<file path="config.mk">
export PLATFORM = sky130hd
export DESIGN_NAME = bounded_value_stack
export DESIGN_NICKNAME = d
export VERILOG_FILES = /design/src/hw/rtl/bvs_pkg.sv /design/src/hw/rtl/bounded_value_stack.sv /design/src/hw/rtl/bvs_ram.sv
export VERILOG_INCLUDE_DIRS = /design/src /design/src/hw/rtl
export SDC_FILE = /design/constraint.sdc
export NUM_CORES = 2
export LEC_CHECK = 0
export ABC_AREA = 1
export BUFFER_PORTS_ARGS = -buffer_cell sky130_fd_sc_hd__buf_2
export CAP_MARGIN = 40
export CORE_UTILIZATION = 42
export DETAILED_ROUTE_END_ITERATION = 8
export PLACE_DENSITY = 0.63
export SLEW_MARGIN = 20
export SYNTH_ARGS = -nofsm -noshare
export SYNTH_HDL_FRONTEND = slang
export SYNTH_SLANG_ARGS = --single-unit
</file>
<file path="constraint.sdc">
create_clock -name clk -period 5 [get_ports clk]
set_input_delay 1 -clock clk [delete_from_list [all_inputs] [get_ports clk]]
set_output_delay 1 -clock clk [all_outputs]
set_load 0.01 [all_outputs]
</file>
<file path="src/hw/rtl/bounded_value_stack_assert.svh">
// Assertion macros for the bounded value stack RTL.
// Used by bounded_value_stack.sv; define ASSERT_OFF to compile them away.
`ifndef BOUNDED_VALUE_STACK_ASSERT_SVH
`define BOUNDED_VALUE_STACK_ASSERT_SVH
`ifndef ASSERT_OFF
`define BVS_ASSERT_IMPL(lbl, clk, rst, ante, cons) \
  lbl: assert property (@(posedge clk) disable iff (rst) (ante) |-> (cons)) \
    else $error("bounded_value_stack: check failed");
`define BVS_ASSERT_NEXT(lbl, clk, rst, ante, cons) \
  lbl: assert property (@(posedge clk) disable iff (rst) (ante) |=> (cons)) \
    else $error("bounded_value_stack: check failed");
`else
`define BVS_ASSERT_IMPL(lbl, clk, rst, ante, cons)
`define BVS_ASSERT_NEXT(lbl, clk, rst, ante, cons)
`endif
`endif

</file>
<file path="src/hw/rtl/bvs_pkg.sv">
// Shared types and constants for the bounded value stack.
// No dependencies; used by bounded_value_stack.sv and tb_top.sv.
package bvs_pkg;

  localparam int DEPTH_DEFAULT      = 64;
  localparam int WORD_WIDTH_DEFAULT = 32;

  localparam int KIND_W   = 3;
  localparam int VALUE_W  = 32;
  localparam int INDEX_W  = 7;
  localparam int DATA_W   = 32;
  localparam int STATUS_W = 2;
  localparam int COUNT_W  = 7;

  typedef enum logic [KIND_W-1:0] {
    KIND_PUSH        = 3'd0,
    KIND_PUSH_NEW    = 3'd1,
    KIND_POP         = 3'd2,
    KIND_READ_TOP    = 3'd3,
    KIND_READ_BOTTOM = 3'd4,
    KIND_TRUNCATE    = 3'd5
  } kind_t;

  typedef enum logic [STATUS_W-1:0] {
    STATUS_OK      = 2'd0,
    STATUS_MISSING = 2'd1,
    STATUS_FULL    = 2'd2,
    STATUS_DUP     = 2'd3
  } status_t;

  typedef enum logic {
    ST_IDLE = 1'b0,
    ST_EXEC = 1'b1
  } state_t;

endpackage

</file>
<file path="src/hw/rtl/bounded_value_stack.sv">
// Bounded LIFO stack of words with a kept count, entries held in one RAM.
// Depends on bvs_pkg, bvs_ram and bounded_value_stack_assert.svh.
//
// Usage:
//   Command channel: an operation (kind, value, index) is taken at a rising
//   edge with start high and busy low. Kinds: push, push unless equal to
//   top, pop, read from top, read from bottom, truncate.
//   Result channel: done is high for exactly one cycle with data, status
//   and count; the receiver cannot stall, so every result must be taken then.
//   Config: cfg_we writes cfg_data into the default value register at once;
//   write it only while no operation is in flight.
//   Timing: at the accepting edge the RAM read and the operation are
//   registered and the FSM enters its execute state, in which the
//   modify/write-back is done; data, status, count and done are registered
//   at the edge that ends that state.
//   Operations do not overlap: busy is high during write-back, and start
//   may be held high in the cycle done is shown.
//   Reset (rst, synchronous): the kept count and default value clear to zero, no
//   result is pending. RAM contents are not cleared; no entry below the
//   count is ever unwritten.
module bounded_value_stack #(
  parameter int DEPTH      = bvs_pkg::DEPTH_DEFAULT,
  parameter int WORD_WIDTH = bvs_pkg::WORD_WIDTH_DEFAULT
) (
  input  logic                         clk,
  input  logic                         rst,
  input  logic                         start,
  output logic                         busy,
  input  logic [bvs_pkg::KIND_W-1:0]   kind,
  input  logic [bvs_pkg::VALUE_W-1:0]  value,
  input  logic [bvs_pkg::INDEX_W-1:0]  index,
  input  logic                         cfg_we,
  input  logic [bvs_pkg::DATA_W-1:0]   cfg_data,
  output logic                         done,
  output logic [bvs_pkg::DATA_W-1:0]   data,
  output logic [bvs_pkg::STATUS_W-1:0] status,
  output logic [bvs_pkg::COUNT_W-1:0]  count
);

  localparam int AW   = $clog2(DEPTH);
  localparam int CNTW = $clog2(DEPTH + 1);
  localparam int MW   = (CNTW > bvs_pkg::INDEX_W) ? CNTW : bvs_pkg::INDEX_W;
  localparam int CW   = (WORD_WIDTH > bvs_pkg::DATA_W) ? WORD_WIDTH : bvs_pkg::DATA_W;

  bvs_pkg::state_t state, state_next;

  logic [CNTW-1:0]            fill, fill_next;
  logic [bvs_pkg::DATA_W-1:0] default_value;

  bvs_pkg::kind_t             op_kind;
  logic [WORD_WIDTH-1:0]      op_word;
  logic [CNTW-1:0]            op_idx;
  logic                       op_hit;

  logic [MW-1:0]              fill_mw, idx_mw, top_addr_mw, depth_addr_mw;
  logic [AW-1:0]              ram_raddr;
  logic                       hit_in;
  logic                       accept;

  logic                       ram_we;
  logic [WORD_WIDTH-1:0]      ram_rdata;

  logic [CW-1:0]              rd_ext, word_ext, top_ext;
  logic [bvs_pkg::DATA_W-1:0] data_next;
  bvs_pkg::status_t           status_next;

  assign busy   = (state == bvs_pkg::ST_EXEC);
  assign accept = start && !busy;

  // read address and presence, computed on the accepting edge
  assign fill_mw       = MW'(fill);
  assign idx_mw        = MW'(index);
  assign top_addr_mw   = MW'(fill_mw - MW'(1));
  assign depth_addr_mw = MW'(fill_mw - idx_mw - MW'(1));

  always_comb begin
    ram_raddr = top_addr_mw[AW-1:0];
    hit_in    = (idx_mw < fill_mw);
    case (bvs_pkg::kind_t'(kind))
      bvs_pkg::KIND_PUSH_NEW, bvs_pkg::KIND_POP: begin
        ram_raddr = top_addr_mw[AW-1:0];
        hit_in    = (fill != '0);
      end
      bvs_pkg::KIND_READ_TOP: begin
        ram_raddr = depth_addr_mw[AW-1:0];
      end
      bvs_pkg::KIND_READ_BOTTOM: begin
        ram_raddr = idx_mw[AW-1:0];
      end
      default: begin
        ram_raddr = top_addr_mw[AW-1:0];
      end
    endcase
  end

  bvs_ram #(
    .WIDTH (WORD_WIDTH),
    .DEPTH (DEPTH)
  ) u_ram (
    .clk   (clk),
    .we    (ram_we),
    .waddr (fill[AW-1:0]),
    .wdata (op_word),
    .raddr (ram_raddr),
    .rdata (ram_rdata)
  );

  assign rd_ext   = CW'(ram_rdata);
  assign word_ext = CW'(op_word);
  assign top_ext  = op_hit ? rd_ext : CW'(default_value);

  always_comb begin
    state_next  = state;
    fill_next   = fill;
    ram_we      = 1'b0;
    data_next   = '0;
    status_next = bvs_pkg::STATUS_OK;
    case (state)
      bvs_pkg::ST_IDLE: begin
        if (accept) begin
          state_next = bvs_pkg::ST_EXEC;
        end
      end
      bvs_pkg::ST_EXEC: begin
        state_next = bvs_pkg::ST_IDLE;
        case (op_kind)
          bvs_pkg::KIND_PUSH, bvs_pkg::KIND_PUSH_NEW: begin
            if (op_kind == bvs_pkg::KIND_PUSH_NEW && word_ext == top_ext) begin
              status_next = bvs_pkg::STATUS_DUP;
            end else if (fill == CNTW'(DEPTH)) begin
              status_next = bvs_pkg::STATUS_FULL;
            end else begin
              ram_we    = 1'b1;
              fill_next = CNTW'(fill + CNTW'(1));
            end
          end
          bvs_pkg::KIND_POP: begin
            if (!op_hit) begin
              data_next   = default_value;
              status_next = bvs_pkg::STATUS_MISSING;
            end else begin
              data_next = rd_ext[bvs_pkg::DATA_W-1:0];
              fill_next = CNTW'(fill - CNTW'(1));
            end
          end
          bvs_pkg::KIND_READ_TOP: begin
            if (!op_hit) begin
              data_next   = default_value;
              status_next = bvs_pkg::STATUS_MISSING;
            end else begin
              data_next = rd_ext[bvs_pkg::DATA_W-1:0];
            end
          end
          bvs_pkg::KIND_READ_BOTTOM: begin
            if (!op_hit) begin
              status_next = bvs_pkg::STATUS_MISSING;
            end else begin
              data_next = rd_ext[bvs_pkg::DATA_W-1:0];
            end
          end
          bvs_pkg::KIND_TRUNCATE: begin
            if (op_hit) begin
              fill_next = op_idx;
            end
          end
          default: begin
            fill_next = fill;
          end
        endcase
      end
      default: begin
        state_next = bvs_pkg::ST_IDLE;
      end
    endcase
  end

  always_ff @(posedge clk) begin
    if (rst) begin
      state <= bvs_pkg::ST_IDLE;
    end else begin
      state <= state_next;
    end
  end

  always_ff @(posedge clk) begin
    if (rst) begin
      fill          <= '0;
      done          <= 1'b0;
      default_value <= '0;
    end else begin
      fill <= fill_next;
      done <= (state == bvs_pkg::ST_EXEC);
      if (cfg_we) begin
        default_value <= cfg_data;
      end
    end
  end

  // hold the operation across the RAM read
  always_ff @(posedge clk) begin
    if (accept) begin
      op_kind <= bvs_pkg::kind_t'(kind);
      op_word <= WORD_WIDTH'(value);
      op_idx  <= CNTW'(index);
      op_hit  <= hit_in;
    end
  end

  always_ff @(posedge clk) begin
    if (state == bvs_pkg::ST_EXEC) begin
      data   <= data_next;
      status <= status_next;
      count  <= bvs_pkg::COUNT_W'(fill_next);
    end
  end

`include "bounded_value_stack_assert.svh"

  `BVS_ASSERT_NEXT(a_accept_busy, clk, rst, accept, busy)
  `BVS_ASSERT_NEXT(a_exec_done, clk, rst, state == bvs_pkg::ST_EXEC, done && !busy)
  `BVS_ASSERT_IMPL(a_fill_bound, clk, rst, 1'b1, fill <= CNTW'(DEPTH))
  `BVS_ASSERT_NEXT(a_push_grows, clk, rst, ram_we, fill == CNTW'($past(fill) + CNTW'(1)))
  `BVS_ASSERT_IMPL(a_write_in_exec, clk, rst, ram_we, state == bvs_pkg::ST_EXEC)

endmodule

</file>
<file path="src/hw/rtl/bvs_ram.sv">
// Generic single-port-write, single-port-read RAM with registered read data.
// No dependencies; instanced by bounded_value_stack.sv.
module bvs_ram #(
  parameter int WIDTH = 32,
  parameter int DEPTH = 64
) (
  input  logic                     clk,
  input  logic                     we,
  input  logic [$clog2(DEPTH)-1:0] waddr,
  input  logic [WIDTH-1:0]         wdata,
  input  logic [$clog2(DEPTH)-1:0] raddr,
  output logic [WIDTH-1:0]         rdata
);

  logic [WIDTH-1:0] mem [DEPTH];

  always_ff @(posedge clk) begin
    if (we) begin
      mem[waddr] <= wdata;
    end
    rdata <= mem[raddr];
  end

endmodule

</file>
Word-level counts from Yosys, hierarchy flattened

Memory sizes are Yosys's and may differ from the RTL's. A register that Yosys moved wholly into a read port is not among the register bits.
Index checks and enable logic that the tools add are counted.

Register bits after elaboration: 125
Memory bits (writable): 2,048
Output and inout port bits: 43
Word-level logic and storage cells: 61
Memories: 1

Add/subtract/negate cells: 4
$lt $le $gt $ge: 1
Equality and inequality tests: 11
Multiplexer cells: 23
Bitwise operators: 1
Reduce and logical (&&, ||, !) cells: 9

Memories:

| name      | depth | bits a word | read ports | clocked after memory_dff | write ports | line          | RTL |
|---|---|---|---|---|---|---|---|
| u_ram.mem | 64    | 32          | 1          | 1                        | 1           | bvs_ram.sv:15 | `logic [WIDTH-1:0] mem [DEPTH];` |

Operators by type and width:

| cell                                                | count |
|---|---|
| two-way mux 32 bit                                  | 2 |
| one-hot mux 32 bit (2 select lines)                 | 1 |
| two-way mux 7 bit                                   | 5 |
| equality test 32 bit                                | 1 |
| one-hot mux 7 bit (3 select lines)                  | 1 |
| equality test 3 x 2 -> 1 bit, second input constant | 4 |
| one-hot mux 6 bit (2 select lines)                  | 1 |
| equality test 3 bit, second input constant          | 3 |
| two-way mux 1 bit                                   | 9 |
| adder 7 x 1 -> 7 bit, second input constant         | 1 |
| equality test 7 bit, second input constant          | 1 |
| less-than comparator 7 bit                          | 1 |
| nonzero test 7 bit                                  | 1 |
| subtractor 7 x 1 -> 7 bit, second input constant    | 1 |
| equality test 3 x 1 -> 1 bit, second input constant | 2 |
| OR reduction 2 bit                                  | 3 |
| subtractor 6 x 1 -> 6 bit, second input constant    | 1 |
| subtractor 6 bit                                    | 1 |
| two-way mux 2 bit                                   | 2 |
| one-hot mux 2 bit (2 select lines)                  | 1 |
| zero test 3 bit                                     | 1 |
| OR reduction 3 bit                                  | 1 |
| logical AND 1 bit                                   | 2 |
| one-hot mux 1 bit (2 select lines)                  | 1 |
| other kinds (2)                                     | 2 |

Depth between registers and ports, before layout

Word-level depth: 8
Mapped depth: 18
Gate-level depth less buffers: 16

Hierarchy

From an unflattened synthesis, not the netlist that was laid out.

Cell total of the unflattened synthesis: 7,668
Area, all modules: 89,671.0 sq um

Modules (own cells, without submodules):

| module              | instances | cells an instance | area each (sq um) | seq. area each (sq um) |
|---|---|---|---|---|
| bvs_ram             | 1         | 6,769             | 82,738.1          | 62,139.6 |
| bounded_value_stack | 1         | 899               | 6,932.9           | 3,343.2 |

Worst setup path before layout

Ideal clock, no wire load.

Path kind: register -> register
Start: register state, in the netlist busy
End: memory u_ram.mem[17][0] (enable)
Data arrival time: 3.560 ns
Setup slack: 1.019 ns
Cell stages (with the launch flop): 5
Buffers on the path: 0
Cells stage by stage: dfxtp_1 > inv_1 > nor2_1 > nand4_1 > nor2_1

Word-level cells in the longest chain between the ends: 3

Ends and longest elaborated chain:

| element                                 | line                       | RTL |
|---|---|---|
| from (decl)                             | bounded_value_stack.sv:45  | `bvs_pkg::state_t state, state_next;` |
| from (signal assigned)                  | bounded_value_stack.sv:179 | `state <= bvs_pkg::ST_IDLE;` |
| from (signal assigned)                  | bounded_value_stack.sv:181 | `state <= state_next;` |
| two-way mux 1 bit                       | bounded_value_stack.sv:118 | `case (state)` |
| two-way mux 1 bit                       | bvs_ram.sv:18              | `if (we) begin` |
| two-way mux 1 bit (not written as such) | bvs_ram.sv:19              | `mem[waddr] <= wdata;` |
| to (decl)                               | bvs_ram.sv:15              |  |

Every way passes these cells.

Worst setup path in the final report

Start: register op_hit
End: memory u_ram.mem[43][27] (enable)

Word-level cells in the longest chain between the ends: 8

Ends and longest elaborated chain:

| element                                 | line                       | RTL |
|---|---|---|
| from (decl)                             | bounded_value_stack.sv:53  | `logic op_hit;` |
| from (signal assigned)                  | bounded_value_stack.sv:205 | `op_hit <= hit_in;` |
| two-way mux 32 bit                      | bounded_value_stack.sv:110 | `assign top_ext = op_hit ? rd_ext : CW'(default_value);` |
| equality test 32 bit                    | bounded_value_stack.sv:128 | `if (op_kind == bvs_pkg::KIND_PUSH_NEW && word_ext == top_ext) begin` |
| logical AND 1 bit                       | bounded_value_stack.sv:128 |  |
| two-way mux 1 bit                       | bounded_value_stack.sv:128 |  |
| two-way mux 1 bit                       | bounded_value_stack.sv:126 | `case (op_kind)` |
| two-way mux 1 bit                       | bounded_value_stack.sv:118 |  |
| two-way mux 1 bit                       | bvs_ram.sv:18              |  |
| two-way mux 1 bit (not written as such) | bvs_ram.sv:19              |  |

Every way passes these cells.

==> impl_metrics.json <==
{
  "status": "finished clean",
  "first_pass_iters": 7,
  "setup_viol": 0,
  "switching_power_mw": 11.4,
  "fmax_mhz": 233,
  "areaGrowthSynthToFinish_pct": 13.1,
  "synth_edf_count": 2132,
  "min_period_ns": 4.29,
  "clockBufferDepth": 3,
  "hold_path_class": "in2reg",
  "via_per_inst": 5.29,
  "post_synth_instance_area_sq_um": 94500,
  "drv_slew": 0,
  "die_width_um": 476,
  "fin_hold_ws_ns": 0.308,
  "clkPwrFrac_pct": 38.1,
  "wire_per_inst_um": 22.2,
  "rsz0062_at_grt": "false",
  "core-area_sq_um": 223000,
  "synthFlopType": "edfxtp_1",
  "grt_max_degree": 96,
  "ys_seq_area_share_pct": 69.3,
  "ys_types": 33,
  "regArea_sq_um": 65500,
  "cts-resized-gates": 0,
  "clock-root-buffer": "clkbuf_16",
  "p_seq_share_pct": 49.3,
  "num_vias": 64900,
  "cts_buffers": 217,
  "initial_utilization_pct": 42.4,
  "cp-start-kind": "flip-flop",
  "ir_drop_v": 0.000388,
  "grt.overflow.total": 0,
  "tns_ns": 0,
  "multi_input_area_sq_um": 22400,
  "rows": 173,
  "grt_usage_pct": 23.6,
  "cts-hold-fix-buffers": 0,
  "ios": 121,
  "synthesis.nets": 9066,
  "cp.required_ns": 5.50,
  "switching_share_pct": 26.7,
  "final_antenna_net_count": 0,
  "grt_pass1_vias": 61800,
  "cts_tree": "done",
  "clock-sinks": 2205,
  "fp.dieArea_sq_um": 227000,
  "clock-skew-final_ns": 0.0372,
  "avgSynthCellArea_sq_um": 10.5,
  "p_per_area_nw_per_um2": 397,
  "clock_latency_ns": 0.88,
  "htree_num_levels": 4,
  "cap_viol_max_count": 0,
  "max_slew_margin_pct": 41.0,
  "route.detailed.drc": 0,
  "synth_warnings": 0,
  "postSynthCellCount": 8973,
  "ys_seq_elements": 2205,
  "grt_pass1_wl_mm": 402,
  "comb_power_share_pct": 12.6,
  "port_buffers": 120,
  "critPathKind": "reg2reg",
  "drive_gt1_share_pct": 8.78,
  "wirelength_mm": 272,
  "finalHoldViolations": 0,
  "postSynth.asyncResetShare_pct": 0,
  "dp_hpwl_mm": 155,
  "p_leak_nw": 43.2,
  "fin_nets": 9190,
  "drt-initial-drc-count": 7915,
  "p_int_mw": 31.1,
  "critPathMaxFanout": 35,
  "fillers": 19900,
  "cp.arrival_ns": 4.80,
  "fin_crit_sh_pct": 85.9,
  "clk_pin_slew_ns": 0.06,
  "crit_path_end_kind": "flip-flop",
  "die_y_um": 476,
  "postCtsSetupBuffers": 0,
  "place.gp.congestion": 0.908,
  "tightest_slew_ns": 0.885,
  "antenna_found_initial": 6
}
## synth_stat cells (2+ instances only)
master,count,area [sq um]
buf_4,26,195
o211ai_1,160,1200
xor2_1,7,61.3
inv_2,7,26.3
a21oi_1,41,205
o21ai_0,16,80.1
or2_2,33,206
edfxtp_1,2132,64000
inv_1,1303,4890
o21a_1,2,15.0
clkinv_1,3,11.3
ha_1,14,175
nand4_1,9,56.3
a221oi_1,3,26.3
a21boi_0,31,233
buf_1,45,169
dfxtp_1,73,1460
clkbuf_1,131,492
nor3_1,6,30.0
nand3_1,1606,8040
nand2_1,2888,10800
nand2_2,3,18.8
o31ai_1,3,22.5
nor2_1,148,556
buf_2,275,1380
## final cells by class
cell class	instances	share of cell area, %
multi-input combinational	4977	20.9
antenna	4	0.00936
sequential	2205	61.3
inverter	1313	4.63
clock buffer	293	5.55
timing repair buffer	383	3.12
clock inverter	111	0.991
tap	2975	3.48
## layout by cell type, fill, tap and decap left out, types with 2 or more instances in the layout
cell type   instances
clkbuf_16         218
inv_2               6
clkinv_2           36
clkbuf_8           20
nand2_8             2
clkinvlp_4          5
nor2_1             81
edfxtp_1         2132
nand2_2             2
xor2_1              7
o31ai_1             3
buf_4             201
buf_8               2
bufinv_16          16
or2_2              33
clkinv_8            4
inv_1            1301
buf_16              4
o211ai_1          160
a21boi_0           31
clkinv_1           40
inv_8               2
ha_1               14
buf_6               2
dfxtp_1            72
diode_2             4
nand2_1          2887
inv_16              2
nor3_1              5
a221oi_1            3
buf_2             121
nand4_1             9
buf_12             53
nand3_1          1606
nor2_4             68
o21ai_0            16
a21oi_1            41
clkbuf_1           55
inv_6              10
## worst max-delay path, stage by stage (launching register included)
cell      delay, ns
edfxtp_1       0.44
inv_2          0.54
nand2_1        0.21
nand2_1        0.16
nand2_1        0.06
nand2_1        0.11
nor2_1         0.05
nand2_1        0.05
nor2_1         0.04
nand2_1        0.14
nor2_1         0.15
a21oi_4        0.29
nand3_1        0.49
nor2_4         0.61
buf_4          0.51
## power by group through the flow
stage	Combinational, mW	Clock, mW	Sequential [mW]
after global placement	5.23	0	21.3
after global routing	5.82	17.0	20.9
after CTS	5.30	16.3	20.9
after floorplan	3.13	0	21.1
final	5.37	16.2	20.9
after detailed placement	5.27	0	21.3
## flip-flops by register name, indices dropped and copies added, names as in the netlist, 3 cells and up
signal and count:
op_word 32, u_ram.mem 2048, op_kind 3, u_ram.rdata 32, default_value 32, op_idx 7, data 32, fill 7
count 7
## layer usage
layer | part of all wire, % | track usage [%] | up-vias | wire length [um]
met5 | 0.0044 | 0 | - | 12
met4 | 3.6 | 8.61 | 2 | 9770
met3 | 9.1 | 4.63 | 515 | 24800
met2 | 47 | 38.3 | 3022 | 127000
met1 | 40 | 31.4 | 31400 | 110000
li1 | - | - | 29900 | -
## final timing paths
| kind | startpoint | endpoint | slack [ns] | cells past startpoint |
|---|---|---|---|---|
| worst max register to register | op_hit | u_ram.mem[43][27] | 0.71 | 14 |
| worst min register to register | default_value[27] | default_value[27] | 0.47 | 2 |
| worst max-delay path | op_hit | u_ram.mem[43][27] | 0.71 | 14 |
| worst min-delay path | value[1] | op_word[1] | 0.31 | 1 |
## kinds of logic (layout without fill, tap and decap cells)
| family | Yosys count | count (layout) | synth area share, % |
|---|---|---|---|
| AND/OR/NAND/NOR | 4696 | 4696 | 20.9 |
| XOR/XNOR | 7 | 7 | 0.0649 |
| flip-flops | 2205 | 2205 | 69.3 |
| AO/OA/AOI/OAI | 259 | 259 | 1.92 |
| buffers and inverters | 1791 | 2100 | 7.59 |
| other | 0 | 4 | 0 |
| adder cells (fa/ha/maj) | 15 | 15 | 0.207 |
## metrics by stage
step / std cells / instance area [sq um] / total power, mW / utilization (%) / setup slack, ns
2_1_floorplan: 8973 / 94500 / 24.2 / - / 1.02
3_3_place_gp: 11800 / 99700 / 26.5 / 44.7 / 0.656
3_5_place_dp: 11800 / 99800 / 26.6 / 44.7 / 0.666
4_1_cts: 12300 / 107000 / 42.6 / 47.9 / 0.785
5_1_grt: 12300 / 107000 / 43.8 / 47.9 / 0.527
6_report: 12300 / 107000 / 42.5 / 47.9 / 0.707
No activity file was read; power rests on OpenSTA's default activity.
